**src/hdl/utf8d_pkg.sv**
```systemverilog
// Types and constants for the UTF-8 BMP decoder.
// Used by utf8d_step and utf8_bmp_decoder_core; depends on nothing.
`timescale 1ns / 1ps

package utf8d_pkg;

  localparam logic [1:0] PEND_NONE = 2'd0;
  localparam logic [1:0] PEND_ONE  = 2'd1;
  localparam logic [1:0] PEND_TWO  = 2'd2;

  localparam logic [7:0] ASCII_LIM = 8'h80;
  localparam logic [7:0] LEAD2_LO  = 8'hC2;
  localparam logic [7:0] LEAD2_HI  = 8'hDF;
  localparam logic [7:0] LEAD3_LO  = 8'hE0;
  localparam logic [7:0] LEAD3_HI  = 8'hEF;
  localparam logic [7:0] LEAD_OVL  = 8'hE0;
  localparam logic [7:0] LEAD_SUR  = 8'hED;
  localparam logic [7:0] MID_SPLIT = 8'hA0;
  localparam logic [1:0] CONT_TAG  = 2'b10;

  typedef struct packed {
    logic [1:0] pend;
    logic [7:0] lead;
    logic [7:0] mid;
  } dec_state_t;

  typedef struct packed {
    logic        emit;
    logic [15:0] code_point;
    logic        malformed;
  } dec_result_t;

endpackage

```
**src/hdl/utf8d_step.sv**
```systemverilog
// Next-state and result logic for one byte of the UTF-8 BMP decoder.
// Depends on utf8d_pkg.
`timescale 1ns / 1ps

module utf8d_step
  import utf8d_pkg::*;
(
  input  dec_state_t  cur,
  input  logic [7:0]  in_byte,
  output dec_state_t  nxt,
  output dec_result_t res
);

  logic        bad3;
  logic        bad2;
  logic [15:0] cp3;
  logic [15:0] cp2;

  assign bad3 = (cur.mid[7:6] != CONT_TAG) || (in_byte[7:6] != CONT_TAG) ||
                ((cur.lead == LEAD_OVL) && (cur.mid < MID_SPLIT)) ||
                ((cur.lead == LEAD_SUR) && (cur.mid >= MID_SPLIT));
  assign bad2 = (in_byte[7:6] != CONT_TAG);
  assign cp3  = {cur.lead[3:0], cur.mid[5:0], in_byte[5:0]};
  assign cp2  = {5'd0, cur.lead[4:0], in_byte[5:0]};

  always_comb begin
    nxt = cur;
    res = '0;
    case (cur.pend)
      PEND_NONE: begin
        if (in_byte < ASCII_LIM) begin
          res.emit       = 1'b1;
          res.code_point = {8'd0, in_byte};
        end else if ((in_byte >= LEAD2_LO) && (in_byte <= LEAD2_HI)) begin
          nxt.lead = in_byte;
          nxt.pend = PEND_ONE;
        end else if ((in_byte >= LEAD3_LO) && (in_byte <= LEAD3_HI)) begin
          nxt.lead = in_byte;
          nxt.pend = PEND_TWO;
        end else begin
          res.emit      = 1'b1;
          res.malformed = 1'b1;
        end
      end
      PEND_TWO: begin
        nxt.mid  = in_byte;
        nxt.pend = PEND_ONE;
      end
      default: begin
        nxt.pend = PEND_NONE;
        res.emit = 1'b1;
        if (cur.lead >= LEAD3_LO) begin
          res.malformed  = bad3;
          res.code_point = bad3 ? 16'd0 : cp3;
        end else begin
          res.malformed  = bad2;
          res.code_point = bad2 ? 16'd0 : cp2;
        end
      end
    endcase
  end

endmodule

```
**src/hdl/utf8_bmp_decoder_core.sv**
```systemverilog
// UTF-8 decoder for the Basic Multilingual Plane: a byte is taken in every cycle in
// which the input register is empty or the result register is free or being drained,
// so bytes flow at one per cycle unless the output stalls, through the input register,
// the single decode step and the result register; the result register takes each word
// from the step. Bytes that open or continue a sequence give no word; one- to three-byte
// forms yield a codepoint, anything else a malformed word with codepoint zero.
// Depends on utf8d_pkg and utf8d_step.
`timescale 1ns / 1ps

module utf8_bmp_decoder_core
  import utf8d_pkg::*;
(
  input  logic        clk,
  input  logic        rst,
  input  logic        in_valid,
  output logic        in_stall,
  input  logic [7:0]  in_byte,
  output logic        out_valid,
  input  logic        out_stall,
  output logic [15:0] code_point,
  output logic        malformed
);

  logic        byte_vld;
  logic [7:0]  byte_q;
  logic        adv;
  dec_state_t  state;
  dec_state_t  state_next;
  dec_result_t res;

  assign adv      = byte_vld && (!out_valid || !out_stall);
  assign in_stall = byte_vld && !adv;

  utf8d_step u_step (
    .cur     (state),
    .in_byte (byte_q),
    .nxt     (state_next),
    .res     (res)
  );

  always_ff @(posedge clk) begin
    if (rst) begin
      byte_vld <= 1'b0;
    end else if (!in_stall) begin
      byte_vld <= in_valid;
    end
  end

  always_ff @(posedge clk) begin
    if (!in_stall && in_valid) begin
      byte_q <= in_byte;
    end
  end

  always_ff @(posedge clk) begin
    if (rst) begin
      state <= '0;
    end else if (adv) begin
      state <= state_next;
    end
  end

  always_ff @(posedge clk) begin
    if (rst) begin
      out_valid <= 1'b0;
    end else if (adv && res.emit) begin
      out_valid <= 1'b1;
    end else if (!out_stall) begin
      out_valid <= 1'b0;
    end
  end

  always_ff @(posedge clk) begin
    if (adv && res.emit) begin
      code_point <= res.code_point;
      malformed  <= res.malformed;
    end
  end

endmodule

```
**config.mk**
```make
export PLATFORM = sky130hd
export DESIGN_NAME = utf8_bmp_decoder_core
export DESIGN_NICKNAME = d
export VERILOG_FILES = /design/src/hdl/utf8d_pkg.sv /design/src/hdl/utf8d_step.sv /design/src/hdl/utf8_bmp_decoder_core.sv
export SDC_FILE = /design/constraint.sdc
export NUM_CORES = 1
export LEC_CHECK = 0
export ABC_AREA = 1
export BUFFER_PORTS_ARGS = -buffer_cell sky130_fd_sc_hd__buf_2
export CORE_MARGIN = 1
export CORE_UTILIZATION = 43
export DETAILED_ROUTE_END_ITERATION = 7
export GPL_TIMING_DRIVEN = 0
export MAX_ROUTING_LAYER = met4
export PLACE_DENSITY = 0.64
export SETUP_SLACK_MARGIN = 0.02
export SLEW_MARGIN = 10
export SYNTH_ARGS = -nofsm -noshare
export SYNTH_HDL_FRONTEND = slang
export SYNTH_SLANG_ARGS = --single-unit
```
**constraint.sdc**
```tcl
create_clock -name clk -period 2 [get_ports clk]
set_input_delay 0.4 -clock clk [delete_from_list [all_inputs] [get_ports clk]]
set_output_delay 0.4 -clock clk [all_outputs]
set_load 0.02 [all_outputs]
```
Word level (Yosys, flattened, before mapping). Cells that the tools add are included.

Flip-flop bits (word level): 45. Input bits: 12. Word-level logic and storage cells: 61.

Order comparisons: 8. Equality and inequality tests: 8. Multiplexer cells: 15. Bitwise gates (word level): 1. Reductions and logical operators: 21.

Operators with widths (count): one-hot mux 18 bit (2 select lines) (1); >= comparator 8 bit, second input constant (4); 2-to-1 mux 10 bit (3); 2-to-1 mux 17 bit (1); == test 8 bit, second input constant (2); less-or-equal comparator 8 bit, second input constant (2); < comparator 8 bit, second input constant (2); 2-to-1 mux 16 bit (1); 2-to-1 mux 11 bit (1); logical AND 1 bit (8); 2-to-1 mux 8 bit (1); 2-to-1 mux 1 bit (6); != test 2 bit, second input constant (3); zero test 1 bit (4); logical OR 1 bit (4); one-hot mux 2 bit (2 select lines) (1); AND reduction 4 bit (1); != test 3 x 1 -> 1 bit, second input constant (1); AND reduction 3 bit (1); == test 2 bit, second input constant (1); zero test 2 bit (1); != test 2 x 1 -> 1 bit, second input constant (1); AND reduction 2 bit (1); nonzero test 2 bit (1); inverter 1 bit (1).

Logic depth before layout (Yosys ltp). Gate-level depths: netlist (run 1).

Depth after elaboration: 9. Mapped depth: 8. Depth with buffers taken out: 8.

Cells and area by module. A second synthesis (run 1) with hierarchy kept.

Cell total of the unflattened synthesis: 283. Area, all modules: 2358.5 um^2.

By module, submodules not included: utf8_bmp_decoder_core (times used 1, cells an instance 159, area an instance 1744.2 um^2); utf8d_step (times used 1, cells an instance 124, area an instance 614.3 um^2).

Worst setup path before layout (run 1). Ideal clock, no wire load.

Path kind: reg-to-reg. Start: register byte_q[4]. End: register code_point[0] (enable). Arrival time: 1292 ps. Data required time: 1631 ps. Path slack: 340 ps. Cell stages (with the launch flop): 8. Buffers on the path: 0. Clock period less this slack: 1660 ps. Cells stage by stage: edfxtp_1 inv_1 nand4_1 nand3_1 nand2_2 nand2_1 nand2_1 inv_1.

Longest elaborated chain between the ends: 7.

Ends and longest elaborated chain: from (decl) (line utf8_bmp_decoder_core.sv:25) `logic [7:0] byte_q;`; from (signal assigned) (line utf8_bmp_decoder_core.sv:51) `byte_q <= in_byte;`; >= comparator 8 bit / less-or-equal comparator 8 bit (equally long branches) (line utf8d_step.sv:37) `end else if ((in_byte >= LEAD3_LO) && (in_byte <= LEAD3_HI)) begin`; logical AND 1 bit (line utf8d_step.sv:37); 2-to-1 mux 1 bit (line utf8d_step.sv:37); 2-to-1 mux 1 bit (line utf8d_step.sv:34) `end else if ((in_byte >= LEAD2_LO) && (in_byte <= LEAD2_HI)) begin`; 2-to-1 mux 1 bit (*) (line utf8d_step.sv:31) `if (in_byte < ASCII_LIM) begin`; one-hot mux 18 bit (2 select lines) (*) (line utf8d_step.sv:29) `case (cur.pend)`; logical AND 1 bit (*) (line utf8_bmp_decoder_core.sv:74) `if (adv && res.emit) begin`; to (signal assigned) (line utf8_bmp_decoder_core.sv:75) `code_point <= res.code_point;`; to (decl) (line utf8_bmp_decoder_core.sv:20) `output logic [15:0] code_point,`.

Every way passes the cells marked *; elsewhere a longest branch is shown, timed or not. A chain may end at the register's enable or synchronous reset.

Worst setup path after layout (run 1).
Start: register byte_q[4]. End: register code_point[7] (enable).

The elaborated chain is that of the path after synthesis.

==> results of run 1 <==
-- how the worst max path moves through the flow --
stage	from	to	slack, ns	depth (start not counted)
2_1_floorplan	byte_q[4]$_DFFE_PP_	code_point[0]$_DFFE_PP_	0.34	7
3_3_place_gp	byte_q[4]$_DFFE_PP_	code_point[13]$_DFFE_PP_	0.03	7
3_5_place_dp	byte_q[4]$_DFFE_PP_	code_point[14]$_DFFE_PP_	-0.05	7
4_1_cts	byte_q[3]$_DFFE_PP_	code_point[14]$_DFFE_PP_	0.11	7
5_1_grt	byte_q[4]$_DFFE_PP_	code_point[9]$_DFFE_PP_	0.15	8
6_report	byte_q[4]$_DFFE_PP_	code_point[7]$_DFFE_PP_	0.24	8
-- metrics by stage --
stage | setup slack [ns] | cells | power (W) | utilization (%)
finish | 0.2392 | 287 | 0.001939 | 54.91
detailed placement | -0.05390 | 278 | 0.001198 | 51.20
CTS | 0.1143 | 286 | 0.001947 | 54.42
floorplan | 0.3397 | 198 | 0.001146 | -
global route | 0.1476 | 287 | 0.002006 | 54.91
global placement | 0.02607 | 278 | 0.001194 | 51.20
-- final cells by class --
class	instances	area, µm²
tap	50	62.56
timing repair buffer	31	170.2
multi-input combinational	120	604.3
buffer	3	26.28
clock inverter	2	35.03
fill	389	1856
clock buffer	6	93.84
sequential	45	1151
inverter	30	116.4
-- state kept, by name (all words and copies together), names as in the netlist --
signal	cells
out_valid	1
state	18
byte_vld	1
code_point	16
malformed	1
byte_q	8
-- layout by cell type (no fill, tap or decap), drive strengths merged, types with 7 or more instances in the layout --
master,count
clkbuf,7
nand3,17
a21oi,30
nand2,37
dfxtp,20
edfxtp,25
inv,29
nor2,14
buf,33
o21ai,8
-- critical path: stages (launching register included) --
cell and delay, ns:
edfxtp_1 0.40, inv_1 0.17, nand4_1 0.14, nand3_1 0.14, nand2_2 0.15, nand2_1 0.10
nand2_1 0.11, clkinvlp_4 0.11, buf_12 0.15
-- layer usage --
layer | vias to the layer above | global-route usage (%)
met5 | - | -
met4 | 0 | 8.073
met3 | 6 | 5.667
met2 | 34 | 30.39
met1 | 678 | 22.68
li1 | 742 | -
-- report_power, final --
group / leakage, nW / switching, W / internal, W / total (W)
Combinational: 0.466 / 0.000103 / 0.0000487 / 0.000152
Clock: 0.0663 / 0.000312 / 0.000446 / 0.000757
Sequential: 0.401 / 0.0000170 / 0.00101 / 0.00103
-- repair_timing --
item                       CTS  global route
setup buffers                0             1
resized for setup            1             0
pin swaps                    0             0
setup endpoints to repair   17            17
-- kinds of logic after synthesis --
group	Yosys count	synth area share, %
buf+inv	33	7.331
compound gates	43	11.69
simple gates	77	20.21
flops	45	60.77
==> results by group, run 1 <==
Placement
  – Dpl cell area: approximately 0.0021 mm²
  – Buffers on Ports: 30
  – RD Place Congestion: 0.8255
  – DP HPWL: about 2.8 mm

Worst setup path
  – Worst Path Required: about 2 ns
  – Worst Path Arrival: about 1.8 ns
  – Reg2reg setup slack: ~0.24 ns
  – Reg2Reg Launch Point: byte_q[4]$_DFFE_PP_
  – Critical path type: register to register
  – FF-to-FF path depth: 8
  – Crit Reg-Reg Endpoint: code_point[7]$_DFFE_PP_
  – CP Capture Type: register
  – Critical path startpoint category: register
  – Worst-path maximum fanout: 17

Cells and area
  – N_diodes: 0
  – Design Area, Final: 0.002260 mm²
  – Area delta synth->final: 19.29%
  – Layout Nets: roughly 250
  – Layout cells sized above 1: a little under a quarter

Floorplan
  – CORE AREA: 0.004115 mm²
  – # IOs: 31
  – Die Ht: approximately 68 µm
  – Chip Width: 68.38 µm
  – Die Footprint: between 0.004 and 0.005 mm²
  – Initial Util: approximately 46%
  – Rows: 23

Logic synthesis
  – Netlist cell types: 23
  – Gate Count Post-Synth: a little under 200
  – Synth top area share: 39.63%
  – Most common cell in the netlist: nand2_1
  – #FFs+latches synth: 45
  – Synth Area per Inst: between 9 and 10 µm²
  – Syn Std Cell Area: roughly 0.0019 mm²
  – Ys flop type: edfxtp_1
  – Commonest cells post-synth: nand2_1 (32), a21oi_1 (30), inv_1 (29)
  – EDFF count, synth: 25
  – Area contributors post-synth: edfxtp_1 (40%), dfxtp_1 (21%), a21oi_1 (7.9%)
  – Area leader, netlist: edfxtp_1
  – Ys async rst share: 0%
  – Seq/Total Area, Yosys: just over 60%
  – Number of synthesis warnings: 0
  – Syn nets: 210

Routing
  – DR vias: 1460
  – Met3 wire len: 174 µm
  – Highest routed layer: met4
  – Routed Antenna Nets: 0
  – Drt total wl: approximately 3.8 mm
  – DRT iter0 DRCs: about 150
  – Remaining DRCs: 0
  – Vias per std cell: around 5.1
  – Drt wl/cell: 13.12 µm
  – First drt pass iteration count: 4
  – Met2 wire len: about 1.7 mm
  – M1 wire length: 1.780 mm

Global routing
  – Largest net degree at the start of global routing: 18
  – Vias in the first global route: about 1300
  – First-pass GRT wire length: ~6 mm
  – All-layer global routing usage: slightly below 20%
  – Initial antenna violation count: 0
  – GRT overflow: 0

Clocking
  – Clock Sinks: 45
  – Hold buffers post-CTS: 0
  – CTS tree: yes
  – Inserted Clock Buffers: 5
  – Clock tree root buffer cell: clkbuf_8
  – CTS clk-pin slew, worst paths: approximately 0.080 ns
  – Max Root-Sink Buffers: 2
  – H-tree levels: 2
  – Clk_lat worst skew: just over 0.3 ns

Timing
  – Fmax: ~570 MHz
  – Setup TNS: 0 ns
  – Hold_ws: roughly 0.27 ns
  – Fin crit period: ~1.8 ns
  – Final Cycle Share: around nine tenths
  – Max_slew headroom: 72.58%
  – Final Hold Vio Count: 0
  – Worst Tran Pin Value: between 0.4 and 0.5 ns
  – RSZ-0062 raised after global routing: no
  – Clk_skew: 0.009645 ns
  – Final setup viols: 0
  – Final max-slew violation count: 0

Run
  – Max cap viols: 0

Power and ir drop
  – Power per cell area: between 800 and 900 mW/mm²
  – Peak VDD IR: about 0.47 mV
  – Leak Pwr: 0.9329 nW

Run status
  – Status: finished clean

Min path
  – Worst hold start: in_byte[5]
  – WHS Endpoint: byte_q[5]$_DFFE_PP_
  – Worst hold path class: primary input to register
  – Hold Crit Depth: 1
(Power assumes the default switching activity.)
==> run 2, diff against run 1 <==
--- a/config.mk
+++ b/config.mk
@@ -5,16 +5,17 @@
 export SDC_FILE = /design/constraint.sdc
 export NUM_CORES = 1
 export LEC_CHECK = 0
-export ABC_AREA = 1
-export BUFFER_PORTS_ARGS = -buffer_cell sky130_fd_sc_hd__buf_2
+export ABC_AREA = 0
 export CORE_MARGIN = 1
 export CORE_UTILIZATION = 43
 export DETAILED_ROUTE_END_ITERATION = 7
+export DONT_BUFFER_PORTS = 1
 export GPL_TIMING_DRIVEN = 0
 export MAX_ROUTING_LAYER = met4
-export PLACE_DENSITY = 0.64
+export PLACE_DENSITY = 0.58
 export SETUP_SLACK_MARGIN = 0.02
 export SLEW_MARGIN = 10
 export SYNTH_ARGS = -nofsm -noshare
 export SYNTH_HDL_FRONTEND = slang
+export SYNTH_HIERARCHICAL = 1
 export SYNTH_SLANG_ARGS = --single-unit
==> run 2 against run 1 <==
The flow now finishes with violations (setup timing). Critical path depth fell by 2. Global-route usage rose by 0.34 points. Clock power fell by 26%. Power fell by 5.8%. Sequential cell count did not move. Maximum frequency fell by 21%. Largest cell class unchanged. Area after synthesis rose by 24%. Via count rose by 21%. Die area rose by 23%. Synthesized cell count rose by 12%.
==> results by group, run 2 <==
Cells and area
  – Design Area, Final: 0.002718 mm²
  – Biggest regs: state (18), code_point (16), byte_q (8)
  – Util after Layout: around 53%
  – Layout Nets: 252
  – Commonest non-fill, non-tap cells in the layout: nand2b_1 (40), edfxtp_1 (25), dfxtp_1 (20), mux2i_1 (18)
  – Max reg flops: 18
  – Area delta synth->final: 15.72%
  – Commonest non-fill, non-tap cell in the layout: nand2b_1
  – Post-Layout Cell Count: 311
  – Layout cells sized above 1: 17.84%
  – N_diodes: 0
  – Biggest register: state

Logic synthesis
  – Synth Area per Inst: 10.63 µm²
  – Commonest cells post-synth: nand2b_1 (40), edfxtp_1 (25), dfxtp_1 (20)
  – EDFF count, synth: 25
  – Ys async rst share: 0%
  – Most common cell in the netlist: nand2b_1
  – Syn nets: roughly 230
  – Netlist cell types: 39
  – Number of synthesis warnings: 6
  – Seq/Total Area, Yosys: about half
  – #FFs+latches synth: 45
  – Area contributors post-synth: edfxtp_1 (32%), dfxtp_1 (17%), nand2b_1 (11%)
  – Area leader, netlist: edfxtp_1
  – Ys flop type: edfxtp_1
  – Syn Std Cell Area: between 0.002 and 0.0025 mm²
  – Gate Count Post-Synth: about 220
  – Synth top area share: 31.97%

Timing
  – Final Hold Vio Count: 0
  – Final max-slew violation count: 0
  – Max_slew headroom: about three fifths
  – Worst Tran Pin Value: slightly above 0.6 ns
  – RSZ-0062 raised after global routing: yes
  – Fmax: approximately 450 MHz
  – Post-layout worst setup margin: -0.2321 ns
  – Clk_skew: between 0.01 and 0.015 ns
  – Final setup viols: 23
  – Fin crit period: ~2.2 ns
  – Final Cycle Share: 111.6%
  – Hold_ws: between 0.15 and 0.2 ns

Routing
  – DRT iter0 DRCs: roughly 270
  – Routed Antenna Nets: 0
  – Drt wl/cell: between 15 and 20 µm
  – Drt total wl: approximately 5.3 mm
  – Remaining DRCs: 0
  – First drt pass iteration count: 4
  – DR vias: between 1500 and 2000
  – Vias per std cell: 5.662

Run status
  – Status: complete, but fails checks
  – Failing checks: setup timing

Global routing
  – GRT overflow: 0
  – All-layer global routing usage: roughly 20%
  – Vias in the first global route: between 1500 and 2000
  – First-pass GRT wire length: ~8.6 mm
  – Largest net degree at the start of global routing: 18
  – Initial antenna violation count: 0

Floorplan
  – Chip Width: around 76 µm
  – Die Footprint: 0.005761 mm²
  – # IOs: 31
  – Rows: 26
  – Initial Util: a little under half
  – Die Ht: approximately 76 µm
  – CORE AREA: a little over 0.005 mm²

Placement
  – Dpl cell area: approximately 0.0024 mm²
  – Worst slack, placed: -0.5809 ns
  – Inst Count DP: ~290
  – DP HPWL: ~3.5 mm
  – Buffers on Ports: 0
  – RD Place Congestion: just under 0.9

Clocking
  – H-tree levels: 2
  – Inserted Clock Buffers: 5
  – Clk_lat worst skew: 0.30 ns
  – Max Root-Sink Buffers: 2
  – Clock tree root buffer cell: clkbuf_8
  – Clock Sinks: 45
  – CTS tree: yes
  – CTS clk-pin slew, worst paths: approximately 0.08 ns

Power and ir drop
  – Peak VDD IR: a little under 0.4 mV
  – Leak Pwr: about 0.9 nW
  – Power per cell area: 672.0 mW/mm²

Worst setup path
  – Worst Path Arrival: ~2.3 ns
  – CP Capture Type: register
  – Worst Path Required: slightly above 2 ns
  – Critical path startpoint category: register
  – Worst-path maximum fanout: 8
  – Critical path type: register to register

Run
  – Max cap viols: 0

Min path
  – Worst hold path class: primary input to register
run 2: worst paths after layout:
| check | cells past startpoint | startpoint | end | slack, ns |
|---|---|---|---|---|
| worst min-delay path | 0 | in_byte[5] | byte_q[5]$_DFFE_PP_ | 0.20 |
| worst min register to register | 2 | state[4]$_SDFFE_PP0P_ | state[4]$_SDFFE_PP0P_ | 0.48 |
| worst max-delay path | 6 | byte_q[3]$_DFFE_PP_ | code_point[6]$_DFFE_PP_ | -0.23 |
| worst max register to register | 6 | byte_q[3]$_DFFE_PP_ | code_point[6]$_DFFE_PP_ | -0.23 |
run 2: timing repair:
action / CTS / global route
hold buffers: 0 / 0
resized for setup: 9 / 6
pin swaps: 2 / 6
gates cloned: 0 / 1
endpoints found under the hold margin: 0 / 0
endpoints found under the setup margin: 31 / 48
setup buffers: 9 / 4
run 2: cells by family (layout without fill, tap and decap cells):
kind of cell,after synthesis,after routing,synth area share [%]
and+or+nand+nor,85,85,21.90
DFF,45,45,49.01
AOI/OAI and AO/OA,38,38,11.99
buffers and inverters,27,47,5.594
muxes,26,26,11.51
run 2: per-stage QoR:
stage	total power, W	setup TNS [ns]
finish	0.001826	-4.195
global route	0.001899	-6.244
CTS	0.001829	-4.308
detailed placement	0.001243	-10.70
global placement	0.001239	-10.42
floorplan	0.001202	-4.092
run 2: area by class of cell:
cell class                 count  area [µm²]
fill                         461        2455
clock inverter                 2       15.01
multi-input combinational    149        1112
sequential                    45        1151
timing repair buffer          14       155.1
buffer                        15       86.33
inverter                      10       37.54
clock buffer                   6       72.57
tap                           70       87.58
run 2: where the power goes:
| group | internal, W | switching, W |
|---|---|---|
| Combinational | 0.000105 | 0.000105 |
| Clock | 0.000246 | 0.000310 |
| Sequential | 0.00101 | 0.0000469 |
run 2: layer usage:
| metal | share of wire, % | up-vias | wire (µm) | global-route usage (%) |
|---|---|---|---|---|
| met2 | 44 | 72 | 2339 | 28.73 |
| met5 | 0 | - | 0 | - |
| li1 | - | 830 | - | - |
| met1 | 49 | 850 | 2591 | 26.90 |
| met3 | 5.7 | 9 | 301 | 4.578 |
| met4 | 0.85 | 0 | 45 | 5.769 |
run 2: worst max-delay path: stages (launching register included):
cell,delay (ns)
edfxtp_1,0.42
or4_4,0.55
o2111a_1,0.24
o21bai_1,0.19
nand2_1,0.13
a21oi_4,0.23
clkbuf_16,0.20
